File: src/rtl/qat_pkg.sv
// qat_pkg: character codes, error codes and field widths of the quoted argument tokenizer
// used by the channel interfaces and the top level; depends on nothing
`default_nettype none

package qat_pkg;

    localparam int unsigned BYTE_W = 8;
    localparam int unsigned ERR_W  = 2;

    localparam logic [BYTE_W-1:0] CH_BACKSLASH = 8'h5C;
    localparam logic [BYTE_W-1:0] CH_SQUOTE    = 8'h27;
    localparam logic [BYTE_W-1:0] CH_DQUOTE    = 8'h22;
    localparam logic [BYTE_W-1:0] CH_SPACE     = 8'h20;
    localparam logic [BYTE_W-1:0] CH_TAB       = 8'h09;
    localparam logic [BYTE_W-1:0] CH_NEWLINE   = 8'h0A;
    localparam logic [BYTE_W-1:0] CH_END       = 8'h00;

    localparam logic [ERR_W-1:0] ERR_NONE     = 2'd0;
    localparam logic [ERR_W-1:0] ERR_ESCAPE   = 2'd1;
    localparam logic [ERR_W-1:0] ERR_UNQUOTED = 2'd2;

endpackage

`default_nettype wire

File: src/rtl/qat_if.sv
// qat_char_if and qat_token_if: valid/ready channels of the tokenizer
// depends on qat_pkg for field widths
`default_nettype none

interface qat_char_if;
    logic                       valid;
    logic                       ready;
    logic [qat_pkg::BYTE_W-1:0] in_byte;

    modport source (output valid, output in_byte, input ready);
    modport sink   (input valid, input in_byte, output ready);
endinterface

interface qat_token_if;
    logic                       valid;
    logic                       ready;
    logic [qat_pkg::BYTE_W-1:0] out_byte;
    logic                       byte_valid;
    logic                       token_end;
    logic                       string_end;
    logic [qat_pkg::ERR_W-1:0]  error_code;

    modport source (output valid, output out_byte, output byte_valid, output token_end,
                    output string_end, output error_code, input ready);
    modport sink   (input valid, input out_byte, input byte_valid, input token_end,
                    input string_end, input error_code, output ready);
endinterface

`default_nettype wire

File: src/rtl/quoted_argument_tokenizer.sv
// quoted_argument_tokenizer: splits a zero-terminated byte string into shell-style arguments
// depends on qat_pkg and the channel interfaces in qat_if.sv
//
//   channel  dir  payload                                                   request
//   chars    in   in_byte                                                   one string byte
//   tokens   out  out_byte, byte_valid, token_end, string_end, error_code  one result
//
// one byte per cycle while chars.ready is high; a result appears in the output register the cycle after its byte
// quote and backslash state is updated as the byte is taken, so bytes follow back to back
// bytes that cause no result (quotes that open or close a quote, backslash, separators between tokens) pass silently
// chars.ready drops only while a result waits in the output register and tokens.ready is low
// rst_n clears the quote, escape and content flags and empties the output register
`default_nettype none

module quoted_argument_tokenizer (
    input  wire          clk,
    input  wire          rst_n,
    qat_char_if.sink     chars,
    qat_token_if.source  tokens
);

    logic sq_reg, sq_next;
    logic dq_reg, dq_next;
    logic esc_reg, esc_next;
    logic content_reg, content_next;

    logic                       out_valid_reg;
    logic [qat_pkg::BYTE_W-1:0] out_byte_reg;
    logic                       byte_valid_reg;
    logic                       token_end_reg;
    logic                       string_end_reg;
    logic [qat_pkg::ERR_W-1:0]  error_code_reg;

    logic                       emit;
    logic [qat_pkg::BYTE_W-1:0] res_byte;
    logic                       res_bvalid;
    logic                       res_tend;
    logic                       res_send;
    logic [qat_pkg::ERR_W-1:0]  res_err;

    logic in_acc;
    logic [qat_pkg::BYTE_W-1:0] c;

    assign c          = chars.in_byte;
    assign chars.ready = !out_valid_reg || tokens.ready;
    assign in_acc     = chars.valid && chars.ready;

    always_comb
    begin
        sq_next      = sq_reg;
        dq_next      = dq_reg;
        esc_next     = esc_reg;
        content_next = content_reg;
        emit         = 1'b0;
        res_byte     = c;
        res_bvalid   = 1'b1;
        res_tend     = 1'b0;
        res_send     = 1'b0;
        res_err      = qat_pkg::ERR_NONE;

        if (esc_reg)
        begin
            emit = 1'b1;
            if (c == qat_pkg::CH_END)
            begin
                sq_next      = 1'b0;
                dq_next      = 1'b0;
                esc_next     = 1'b0;
                content_next = 1'b0;
                res_byte     = '0;
                res_bvalid   = 1'b0;
                res_send     = 1'b1;
                res_err      = qat_pkg::ERR_ESCAPE;
            end
            else
            begin
                esc_next = 1'b0;
            end
        end
        else if (c == qat_pkg::CH_BACKSLASH)
        begin
            content_next = 1'b1;
            esc_next     = 1'b1;
        end
        else if (c == qat_pkg::CH_SQUOTE)
        begin
            content_next = 1'b1;
            if (!dq_reg)
                sq_next = !sq_reg;
            else
                emit = 1'b1;
        end
        else if (c == qat_pkg::CH_DQUOTE)
        begin
            content_next = 1'b1;
            if (!sq_reg)
                dq_next = !dq_reg;
            else
                emit = 1'b1;
        end
        else if (c inside {qat_pkg::CH_SPACE, qat_pkg::CH_TAB, qat_pkg::CH_NEWLINE,
                           qat_pkg::CH_END})
        begin
            if (c == qat_pkg::CH_END)
            begin
                emit         = 1'b1;
                sq_next      = 1'b0;
                dq_next      = 1'b0;
                esc_next     = 1'b0;
                content_next = 1'b0;
                res_byte     = '0;
                res_bvalid   = 1'b0;
                res_send     = 1'b1;
                if (sq_reg || dq_reg)
                    res_err  = qat_pkg::ERR_UNQUOTED;
                else
                    res_tend = content_reg;
            end
            else if (sq_reg || dq_reg)
            begin
                emit = 1'b1;
            end
            else if (content_reg)
            begin
                emit         = 1'b1;
                content_next = 1'b0;
                res_byte     = '0;
                res_bvalid   = 1'b0;
                res_tend     = 1'b1;
            end
        end
        else
        begin
            content_next = 1'b1;
            emit         = 1'b1;
        end
    end

    always_ff @(posedge clk or negedge rst_n)
    begin
        if (!rst_n)
        begin
            sq_reg        <= 1'b0;
            dq_reg        <= 1'b0;
            esc_reg       <= 1'b0;
            content_reg   <= 1'b0;
            out_valid_reg <= 1'b0;
        end
        else
        begin
            if (in_acc)
            begin
                sq_reg      <= sq_next;
                dq_reg      <= dq_next;
                esc_reg     <= esc_next;
                content_reg <= content_next;
            end
            if (in_acc)
                out_valid_reg <= emit;
            else if (tokens.ready)
                out_valid_reg <= 1'b0;
        end
    end

    always_ff @(posedge clk)
    begin
        if (in_acc && emit)
        begin
            out_byte_reg   <= res_byte;
            byte_valid_reg <= res_bvalid;
            token_end_reg  <= res_tend;
            string_end_reg <= res_send;
            error_code_reg <= res_err;
        end
    end

    assign tokens.valid      = out_valid_reg;
    assign tokens.out_byte   = out_byte_reg;
    assign tokens.byte_valid = byte_valid_reg;
    assign tokens.token_end  = token_end_reg;
    assign tokens.string_end = string_end_reg;
    assign tokens.error_code = error_code_reg;

    // both quote modes at once is never reachable
    a_quote_excl: assert property (@(posedge clk) disable iff (!rst_n)
        !(sq_reg && dq_reg))
        else $error("single and double quote flags both set");

    a_end_clears: assert property (@(posedge clk) disable iff (!rst_n)
        (in_acc && emit && res_send) |=> !(sq_reg || dq_reg || esc_reg || content_reg))
        else $error("state not cleared after end of string");

    a_err_shape: assert property (@(posedge clk) disable iff (!rst_n)
        (tokens.valid && tokens.error_code != qat_pkg::ERR_NONE)
            |-> (tokens.string_end && !tokens.token_end && !tokens.byte_valid))
        else $error("error result with token or byte flags");

    a_blank_byte: assert property (@(posedge clk) disable iff (!rst_n)
        (tokens.valid && !tokens.byte_valid) |-> (tokens.out_byte == qat_pkg::CH_END))
        else $error("result without byte carries nonzero out_byte");

endmodule

`default_nettype wire

File: src/flat_wrapper.sv
// flat-port wrapper written by rule: the top's interface ports become plain ports
module quoted_argument_tokenizer_flat 
  (clk, rst_n, chars_valid, chars_in_byte, chars_ready, tokens_valid, tokens_out_byte, tokens_byte_valid, tokens_token_end, tokens_string_end, tokens_error_code, tokens_ready);
  qat_char_if chars_i ();
  qat_token_if tokens_i ();
  input  wire clk;
  input  wire rst_n;
  input wire logic [$bits(chars_i.valid)-1:0] chars_valid;
  input wire logic [$bits(chars_i.in_byte)-1:0] chars_in_byte;
  output wire logic [$bits(chars_i.ready)-1:0] chars_ready;
  output wire logic [$bits(tokens_i.valid)-1:0] tokens_valid;
  output wire logic [$bits(tokens_i.out_byte)-1:0] tokens_out_byte;
  output wire logic [$bits(tokens_i.byte_valid)-1:0] tokens_byte_valid;
  output wire logic [$bits(tokens_i.token_end)-1:0] tokens_token_end;
  output wire logic [$bits(tokens_i.string_end)-1:0] tokens_string_end;
  output wire logic [$bits(tokens_i.error_code)-1:0] tokens_error_code;
  input wire logic [$bits(tokens_i.ready)-1:0] tokens_ready;
  assign chars_i.valid = chars_valid;
  assign chars_i.in_byte = chars_in_byte;
  assign chars_ready = chars_i.ready;
  assign tokens_valid = tokens_i.valid;
  assign tokens_out_byte = tokens_i.out_byte;
  assign tokens_byte_valid = tokens_i.byte_valid;
  assign tokens_token_end = tokens_i.token_end;
  assign tokens_string_end = tokens_i.string_end;
  assign tokens_error_code = tokens_i.error_code;
  assign tokens_i.ready = tokens_ready;
  quoted_argument_tokenizer u_core (.clk(clk), .rst_n(rst_n), .chars(chars_i), .tokens(tokens_i));
endmodule
File: config.mk
export PLATFORM = sky130hd
export DESIGN_NAME = quoted_argument_tokenizer_flat
export DESIGN_NICKNAME = d
export VERILOG_FILES = /design/src/rtl/qat_pkg.sv /design/src/rtl/qat_if.sv /design/src/rtl/quoted_argument_tokenizer.sv /design/src/flat_wrapper.sv
export SDC_FILE = /design/constraint.sdc
export NUM_CORES = 1
export LEC_CHECK = 0
export ABC_CLOCK_PERIOD_IN_PS = 1870
export BUFFER_PORTS_ARGS = -buffer_cell sky130_fd_sc_hd__buf_2
export CORE_UTILIZATION = 50
export DETAILED_ROUTE_END_ITERATION = 8
export PLACE_DENSITY_LB_ADDON = 0.15
export SLEW_MARGIN = 20
export SYNTH_ARGS = -nofsm -noshare
export SYNTH_HDL_FRONTEND = slang
export SYNTH_SLANG_ARGS = --single-unit
export TNS_END_PERCENT = 30
File: constraint.sdc
create_clock -name clk -period 1.87 [get_ports clk]
set_input_delay 0.2805 -clock clk [delete_from_list [all_inputs] [get_ports clk]]
set_output_delay 0.2805 -clock clk [all_outputs]
set_load 0.05 [all_outputs]
==> results of run 1 <==
## area by class of cell
cell class / instances / area, µm² / area share [%]
Timing Repair Buffer: 35 / 200.2 / 17.11
Multi-Input combinational cell: 56 / 379.1 / 32.41
Tap cell: 25 / 31.28 / 2.674
Sequential cell: 18 / 515.5 / 44.06
Inverter: 2 / 7.507 / 0.6417
Clock buffer: 4 / 36.28 / 3.102
## per-layer routing
metal  GRT usage [%]  up-vias  wire, µm
met5               0        -         0
li1                -      365         -
met4           14.55        0        63
met2           32.46       27       904
met3           4.000        7        75
met1           24.22      338       758
## power groups by stage
| stage | clock network, mW | registers, mW | logic [mW] |
|---|---|---|---|
| detailed placement | 0 | 0.471 | 0.166 |
| global placement | 0 | 0.471 | 0.163 |
| floorplan | 0 | 0.524 | 0.0683 |
| global route | 0.249 | 0.465 | 0.180 |
| finish | 0.238 | 0.462 | 0.168 |
| CTS | 0.240 | 0.462 | 0.168 |
## cells in the mapped netlist (all sizes together)
master / n / area share (%)
a21o: 1 / 0.80
a21oi: 2 / 1.5
a31oi: 1 / 0.67
and2: 7 / 4.7
buf: 2 / 2.0
clkbuf: 4 / 1.7
dfrtp: 5 / 13
dlygate4sd3: 1 / 1.1
edfxtp: 13 / 42
inv: 2 / 0.80
nand2: 5 / 2.0
nand2b: 3 / 2.8
nand3b: 1 / 0.80
nand4: 1 / 0.67
nand4b: 1 / 0.94
nor2: 5 / 2.0
nor3: 6 / 3.2
nor3b: 1 / 0.80
nor4: 3 / 3.6
o21a: 1 / 0.80
o21ai: 6 / 3.2
o21bai: 1 / 0.80
o22ai: 1 / 0.67
o2bb2ai: 1 / 0.94
o41ai: 1 / 0.94
or2: 1 / 0.67
or2b: 2 / 1.7
or3: 3 / 3.1
or4: 1 / 0.80
xnor2: 1 / 0.94
## metrics by stage
stage,setup slack (ns),power [mW],instances
CTS,0.1989,0.8710,140
floorplan,0.01632,0.5926,83
detailed placement,-0.1145,0.6368,135
finish,0.1953,0.8680,140
global route,0.1599,0.8950,140
global placement,-0.05218,0.6340,135
## cell families after synthesis
family / Yosys count / synth area share, %
AND/OR/NAND/NOR: 40 / 27.88
flip-flops: 18 / 55.23
AO/OA/AOI/OAI: 15 / 10.32
buffers and inverters: 9 / 5.630
XOR/XNOR: 1 / 0.9385
## critical path, cell delays in order
cell and delay [ns]:
buf_2 0.10, or3_4 0.38, or3_4 0.37, o21bai_1 0.18
a31oi_2 0.28, nor2_4 0.13
## path summary, 6_finish.rpt
path | start | end | slack, ns | cells past startpoint
setup / recovery | chars_in_byte[4] | u_core.tokens.error_code[0]$_SDFFCE_PN0P_ | 0.20 | 6
hold / removal | chars_in_byte[7] | u_core.tokens.out_byte[7]$_DFFE_PP_ | 0.18 | 1
setup reg to reg | u_core.dq_reg$_DFFE_PN0P_ | u_core.tokens.error_code[0]$_SDFFCE_PN0P_ | 0.31 | 4
hold reg to reg | u_core.content_reg$_DFFE_PN0P_ | u_core.content_reg$_DFFE_PN0P_ | 0.56 | 2
max in group asynchronous | rst_n | u_core.dq_reg$_DFFE_PN0P_ | 1.43 | 2
min in group asynchronous | rst_n | u_core.esc_reg$_DFFE_PN0P_ | 0.31 | 2
## what timing repair did
item                      4_1_cts  5_1_grt
hold endpoints to repair        5        0
hold buffers                    1        0
buffers inserted                0        0
==> impl_metrics.yaml, run 1 <==
floorplanning:
  io_pins: 27
  dieArea_um2: 2043
  die_h_um: 45.21
  rows: 15
  fp.coreArea_um2: 1745
  die_x_um: 45.21
  initial_core_util_pct: 53.48
power:
  swShare_pct: 28.29
  p_leak_nw: 0.4909
  peakVddDrop_uv: 406.3
  pwr-share-clk_pct: 27.4
  power.internal_uw: 622.5
  p_sw_uw: 245.5
  power_density_nw_per_um2: 742.0
  p_seq_share_pct: 53.2
  combPwrFrac_pct: 19.4
cts:
  ctsHtreeMaxLevel: 1
  insertion_delay_ns: 0.30
  root_buffer: "clkbuf_4"
  path_clk_slew_ns: 0.10
  numCtsBuffers: 3
  cts_max_path_buffers: 2
  ctsResizeCount: 0
  clkSinkCount: 18
  cts_tree: "built"
critical_path:
  path_class: "in -> reg"
  critPathArrivalTime_ns: 1.72
  worst_setup_path_end_kind: "flip-flop"
  crit_fanout: 13
  crit_required_ns: 1.92
  start_kind: "input port"
detailed_routing:
  avgRoutedWirePerCell_um: 12.87
  drc: 0
  vias: 737
  wl_mm: 1.802
  initialDrtViolationCount: 23
  via_per_inst: 5.264
  postRouteAntennaNets: 0
  firstDrtPassIters: 4
yosys:
  mappedNetlistNets: 95
  syn_area_um2: 933.4
  synth_cell_types: 38
  yosysWarnings: 0
  avgSynthCellArea_um2: 11.25
  synth_seq_cells: 18
  netlist_instances: 83
  synth-seq-area-share_pct: 55.23
placement:
  gp_congestion: 0.9135
  dpl.hpwl_mm: 1.396
  port_buffers: 26
  place_area_um2: 1124
final_layout:
  largest_register_ffs: 8
  fill_cells: 140
  drive_gt1_share_pct: 40.87
  final_cell_mix: "buf_2 (26), edfxtp_1 (13), buf_4 (8), and2_1 (7), nor3_1 (6)"
  final_util_pct: 67.03
  design_area_um2: 1170
  syn_to_final_growth_pct: 25.33
  final_common_cell: "buf_2"
  fin_nets: 128
  n_antenna_cell: 0
timing:
  slew_headroom_pct: 72.60
  slew_violations: 0
  worst_pin_slew_ns: 0.4101
  setup_viol_count_final: 0
  rsz0062_at_grt: "no"
  tns_ns: 0
  holdWs_ns: 0.1833
  fin_skew_ns: 0.005901
  fin_crit_ns: 1.675
  hold_viol_final: 0
  max_freq_mhz: 597.1
  finalCritPeriodShare_pct: 89.55
grt:
  grt_usage_pct: 20.27
  antenna_found_initial: 0
  grt_pass1_vias: 674
  grt_overflow_total: 0
  grt_max_degree: 14
  grt_pass1_wl_mm: 2.842
job:
  timing.max_cap.violations: 0
outcome:
  status: "finished, final reports clean"
worst_hold_path:
  hold_path_class: "in -> reg"
(Power assumes the default switching activity.)
==> run 2: changes to the inputs <==
CELL_PAD_IN_SITES_DETAIL_PLACEMENT = 0   (was unset)
CELL_PAD_IN_SITES_GLOBAL_PLACEMENT = 1   (was unset)
CORE_UTILIZATION = 38   (was 50)
==> run 2 against run 1 <==
Effect of this change: global-route usage is 4.0 points lower; clock-buffer cell count stayed put; core utilization shrank 15 points; worst setup slack better by 0.026 ns; hold slack improved by 0.0019 ns; die area grew 30%; sequential power about the same; register-to-register slack is essentially flat; non-clock buffer count up 1; power down 4.4%; final cell count rose by 2.9%.
==> impl_metrics.yaml, run 2 (synthesis gave the netlist of run 1 again) <==
critical_path:
  r2r-end: "u_core.tokens.byte_valid$_DFFE_PP_"
  worst-path-buf-inv: 1
  start_kind: "input port"
  critPathArrivalTime_ns: 1.68
  crit_fanout: 13
  reg2reg_from: "u_core.dq_reg$_DFFE_PN0P_"
  rrSetupSlack_ns: 0.31
  crit_required_ns: 1.91
  cp_top_family: "simple AND/OR/NAND/NOR gates"
  worst_setup_path_end_kind: "flip-flop"
  worstPathCellList: "buf_2 > or3_4 > or3_4 > o21bai_1 > a31oi_2 > nor2_4"
  crit_top_cell: "or3_4"
  r2r_cells: 4
  path_class: "in -> reg"
  cpPeakStageDelay_ns: 0.38
  critPathSlowestCell: "or3_4"
grt:
  grt_pass1_wl_mm: 3.180
  grt_max_degree: 14
  grt_usage_pct: 16.24
  grt_pass1_vias: 704
  grt_overflow_total: 0
  antenna_found_initial: 0
detailed_routing:
  wl_mm: 1.808
  initialDrtViolationCount: 15
  firstDrtPassIters: 4
  vias: 711
  postRouteAntennaNets: 0
  drc: 0
  via_per_inst: 4.938
  avgRoutedWirePerCell_um: 12.56
cts:
  post_cts_buffers: 0
  insertion_delay_ns: 0.29
  ctsResizeCount: 0
  ctsHtreeMaxLevel: 1
  cts_max_path_buffers: 2
  root_buffer: "clkbuf_4"
  path_clk_slew_ns: 0.11
  cts_tree: "built"
  clkSinkCount: 18
  numCtsBuffers: 3
placement:
  dpl.hpwl_mm: 1.446
  dpl.cell_count: 139
  port_buffers: 26
  gp_congestion: 0.8083
timing:
  slew_headroom_pct: 75.47
  hold_viol_final: 0
  fin_skew_ns: 0.01116
  finalCritPeriodShare_pct: 88.14
  setup_viol_count_final: 0
  worst_pin_slew_ns: 0.3632
  fin_crit_ns: 1.648
  tns_ns: 0
  max_freq_mhz: 606.7
  slew_violations: 0
  rsz0062_at_grt: "no"
power:
  combPwrFrac_pct: 20.1
  p_seq_share_pct: 55.8
  power.internal_uw: 586.5
  peakVddDrop_uv: 415.4
  power_density_nw_per_um2: 708.7
  swShare_pct: 29.33
  p_sw_uw: 243.5
  pwr-share-clk_pct: 24.0
  p_leak_nw: 0.4904
final_layout:
  fin_nets: 129
  largest_register_ffs: 8
  final_cell_mix: "buf_2 (26), edfxtp_1 (13), buf_4 (9), and2_1 (7), nor3_1 (6)"
  instances_no_fill: 144
  final_common_cell: "buf_2"
  syn_to_final_growth_pct: 25.47
  final_util_pct: 51.94
  n_antenna_cell: 0
  drive_gt1_share_pct: 40.52
worst_hold_path:
  hold_path_class: "in -> reg"
  holdPathStages: 1
  hold_end: "u_core.tokens.out_byte[7]$_DFFE_PP_"
  min_from: "chars_in_byte[7]"
floorplanning:
  die_x_um: 51.56
  die_h_um: 51.56
  initial_core_util_pct: 41.40
  fp.coreArea_um2: 2255
  io_pins: 27
  rows: 17
  dieArea_um2: 2658
job:
  timing.max_cap.violations: 0
outcome:
  status: "finished, final reports clean"
-- run 2: worst max path at each step --
stage | startpoint | endpoint | slack, ns | depth (start not counted)
after global placement | chars_in_byte[4] | u_core.tokens.out_byte[1]$_DFFE_PP_ | -0.06 | 6
after CTS | chars_in_byte[4] | u_core.tokens.string_end$_DFFE_PP_ | 0.22 | 6
after global routing | chars_in_byte[4] | u_core.tokens.byte_valid$_DFFE_PP_ | 0.17 | 6
after detailed placement | chars_in_byte[4] | u_core.tokens.out_byte[1]$_DFFE_PP_ | -0.09 | 6
after floorplan | chars_in_byte[4] | u_core.tokens.byte_valid$_DFFE_PP_ | 0.02 | 5
final | chars_in_byte[4] | u_core.tokens.byte_valid$_DFFE_PP_ | 0.22 | 6
-- run 2: per-stage QoR --
step / hold slack, ns / worst slack [ns] / power, mW / instance area, µm²
floorplan: -0.01509 / 0.01632 / 0.5926 / 947.2
global placement: 0.1008 / -0.06465 / 0.6364 / 1135
detailed placement: 0.1016 / -0.09180 / 0.6394 / 1135
CTS: 0.1829 / 0.2205 / 0.8369 / 1171
global route: 0.1855 / 0.1712 / 0.8669 / 1171
finish: 0.1853 / 0.2218 / 0.8300 / 1171
-- run 2: power by group through the flow --
stage / sequential, mW / clock (mW) / combinational, mW
5_1_grt: 0.466 / 0.219 / 0.181
2_1_floorplan: 0.524 / 0 / 0.0683
4_1_cts: 0.464 / 0.204 / 0.169
6_report: 0.463 / 0.199 / 0.167
3_5_place_dp: 0.472 / 0 / 0.167
3_3_place_gp: 0.471 / 0 / 0.165
-- run 2: routing by layer --
layer	track usage, %	wire (µm)
met4	6.757	9
met2	25.11	860
met1	22.51	880
met5	0	0
met3	2.632	58
-- run 2: layout make-up --
type,instances,area [µm²]
fill,227,1084
sequential,18,515.5
multi-input combinational,56,379.1
timing repair buffer,36,207.7
tap,28,35.03
clock buffer,4,26.28
inverter,2,7.507
-- run 2: repair_timing --
action	CTS	global route
endpoints found under the setup margin	0	0
hold endpoints to repair	5	0
hold buffers	1	0
==> run 3: changes to the inputs <==
ABC_AREA = 1   (was unset)
CORE_UTILIZATION = 37   (was 38)
==> run 3 against run 2 <==
Effect of this change: the flow now finishes with violations (design-rule violations); power is 3.3% higher; synthesized area is 23% higher; register-to-register slack worse by 0.05 ns; critical endpoint is now u_core.tokens.out_byte[4]$_DFFE_PP_.
==> impl_metrics.yaml, run 3 <==
critical_path:
  rrSetupSlack_ns: 0.26
  start_kind: "flip-flop"
  path_class: "reg -> reg"
  crit_fanout: 13
  crit_required_ns: 1.93
  critPathArrivalTime_ns: 1.67
  worst_setup_path_end_kind: "flip-flop"
  r2r-end: "u_core.tokens.out_byte[4]$_DFFE_PP_"
  reg2reg_from: "u_core.sq_reg$_DFFE_PN0P_"
  r2r_cells: 10
yosys:
  synth_edf_count: 13
  synth_flop_cell: "edfxtp_1"
  synth_compound_area_share_pct: 7.073
  synth_cell_types: 22
  netlist_instances: 155
  synthAdderAreaFrac_pct: 0
  synth_area_leaders: "edfxtp_1 (34%), nand2_1 (13%), dfrtp_1 (11%), nor2_1 (8.8%), nand3_1 (6.5%)"
  synth_top_family_by_area: "simple AND/OR/NAND/NOR gates"
  syn_area_um2: 1150
  avgSynthCellArea_um2: 7.418
  synth.top_cell.area_share_pct: 33.95
  synth-seq-area-share_pct: 44.83
  yosysWarnings: 0
  synth_async_sr_flop_share_pct: 27.78
  yosysMostFrequentCell: "nand2_1"
  synth_seq_cells: 18
  yosysTopAreaCell: "edfxtp_1"
  yosys.area_share.simple_pct: 39.17
  yosys.area_share.xor_xnor_pct: 0
  mappedNetlistNets: 167
  synth_mux_area_share_pct: 0
  netlist_top_cells_count: "nand2_1 (40), nor2_1 (27), nand3_1 (15)"
power:
  p_leak_nw: 0.6994
  p_seq_share_pct: 54.1
  p_sw_uw: 271.1
  pwr-share-clk_pct: 22.7
  peakVddDrop_uv: 189.6
  power.internal_uw: 586.1
  power_uw: 857.1
  swShare_pct: 31.62
  power_density_nw_per_um2: 626.2
  combPwrFrac_pct: 23.2
cts:
  root_buffer: "clkbuf_4"
  cts_max_path_buffers: 2
  numCtsBuffers: 3
  insertion_delay_ns: 0.29
  clkSinkCount: 18
  ctsHtreeMaxLevel: 1
  ctsResizeCount: 0
  cts_tree: "built"
  post_cts_buffers: 0
  path_clk_slew_ns: 0.10
detailed_routing:
  wl_mm: 2.199
  via_per_inst: 4.688
  avgRoutedWirePerCell_um: 10.23
  postRouteAntennaNets: 0
  firstDrtPassIters: 6
  initialDrtViolationCount: 21
  vias: 1008
  drc: 4
timing:
  slew_headroom_pct: 72.79
  max_freq_mhz: 621.7
  rsz0062_at_grt: "no"
  slew_violations: 0
  fin_skew_ns: 0.008388
  worst_pin_slew_ns: 0.4076
  setup_viol_count_final: 0
  tns_ns: 0
  fin_crit_ns: 1.609
  finalCritPeriodShare_pct: 86.02
  hold_viol_final: 0
worst_hold_path:
  min_from: "chars_in_byte[6]"
  holdPathStages: 1
  hold_end: "u_core.tokens.out_byte[6]$_DFFE_PP_"
  hold_path_class: "in -> reg"
floorplanning:
  die_h_um: 57.75
  rows: 19
  die_x_um: 57.75
  fp.coreArea_um2: 2853
  dieArea_um2: 3334
  io_pins: 27
  initial_core_util_pct: 40.31
job:
  timing.max_cap.violations: 0
grt:
  grt_usage_pct: 14.98
  grt_max_degree: 15
  grt_overflow_total: 0
  grt_pass1_wl_mm: 3.857
  grt_pass1_vias: 923
  antenna_found_initial: 0
final_layout:
  syn_to_final_growth_pct: 19.04
  final_util_pct: 47.98
  drive_gt1_share_pct: 29.35
  fill_cells: 296
  design_area_um2: 1369
  fin_nets: 197
  final_cell_mix: "nand2_1 (39), nor2_1 (27), buf_2 (26), nand3_1 (15)"
  regArea_um2: 515.5
  n_antenna_cell: 0
  largest_register_ffs: 8
  instances_no_fill: 215
  multi_input_area_um2: 534.3
  final_common_cell: "nand2_1"
placement:
  dpl.hpwl_mm: 1.844
  port_buffers: 26
  gp_congestion: 0.7901
  dpl.cell_count: 210
  place_area_um2: 1333
outcome:
  violations: "design-rule violations"
  status: "complete, but fails checks"
run 3: per-stage QoR:
| stage | setup WS [ns] | hold WS (ns) |
|---|---|---|
| after floorplan | 0.02198 | -0.01509 |
| after global placement | 0.06997 | 0.1012 |
| after detailed placement | 0.05584 | 0.1016 |
| after CTS | 0.2559 | 0.1900 |
| after global routing | 0.1538 | 0.1815 |
| final | 0.2614 | 0.1919 |
run 3: worst max-delay path by stage:
stage	to	cells past startpoint	from	slack, ns
final	u_core.tokens.out_byte[4]$_DFFE_PP_	10	u_core.sq_reg$_DFFE_PN0P_	0.26
after CTS	u_core.tokens.out_byte[7]$_DFFE_PP_	10	u_core.sq_reg$_DFFE_PN0P_	0.26
after detailed placement	u_core.tokens.out_byte[7]$_DFFE_PP_	13	chars_in_byte[0]	0.06
after floorplan	u_core.tokens.byte_valid$_DFFE_PP_	5	u_core.tokens.valid$_DFFE_PN0P_	0.02
after global placement	u_core.tokens.out_byte[4]$_DFFE_PP_	13	chars_in_byte[0]	0.07
after global routing	u_core.tokens.byte_valid$_DFFE_PP_	10	u_core.sq_reg$_DFFE_PN0P_	0.15
run 3: cell type report:
type / instances / share of cell area [%]
tap: 31 / 2.834
inverter: 19 / 5.210
clock buffer: 3 / 1.645
clock inverter: 1 / 0.2742
timing repair buffer: 31 / 13.35
multi-input combinational: 112 / 39.03
sequential: 18 / 37.66
run 3: power by group through the flow:
| stage | logic (mW) | clock network [mW] | registers [mW] |
|---|---|---|---|
| after floorplan | 0.0739 | 0 | 0.540 |
| after global placement | 0.198 | 0 | 0.473 |
| after detailed placement | 0.199 | 0 | 0.473 |
| after CTS | 0.200 | 0.197 | 0.464 |
| after global routing | 0.216 | 0.217 | 0.467 |
| final | 0.199 | 0.194 | 0.464 |
run 3: critical path: stages, from the launching register on:
cell and delay, ns:
dfrtp_1 0.44, nor2_2 0.13, inv_2 0.05, or2_0 0.19, nor2_1 0.10, nand2_1 0.06, nand3_1 0.06, nand2_1 0.05
nand2_1 0.09, inv_1 0.07, buf_12 0.14
run 3: what timing repair did:
action | 4_1_cts | 5_1_grt
endpoints found under the hold margin | 5 | 0
endpoints found under the setup margin | 0 | 0
hold buffers | 1 | 0
run 3: per-layer routing:
layer,GRT usage (%),wire [µm]
met5,0,0
met4,7.143,46
met3,1.339,92
met2,23.92,932
met1,20.63,1127
run 3: kinds of logic after synthesis:
| family | after synthesis |
|---|---|
| and+or+nand+nor | 98 |
| buffers and inverters | 25 |
| DFF | 18 |
| AOI/OAI and AO/OA | 14 |
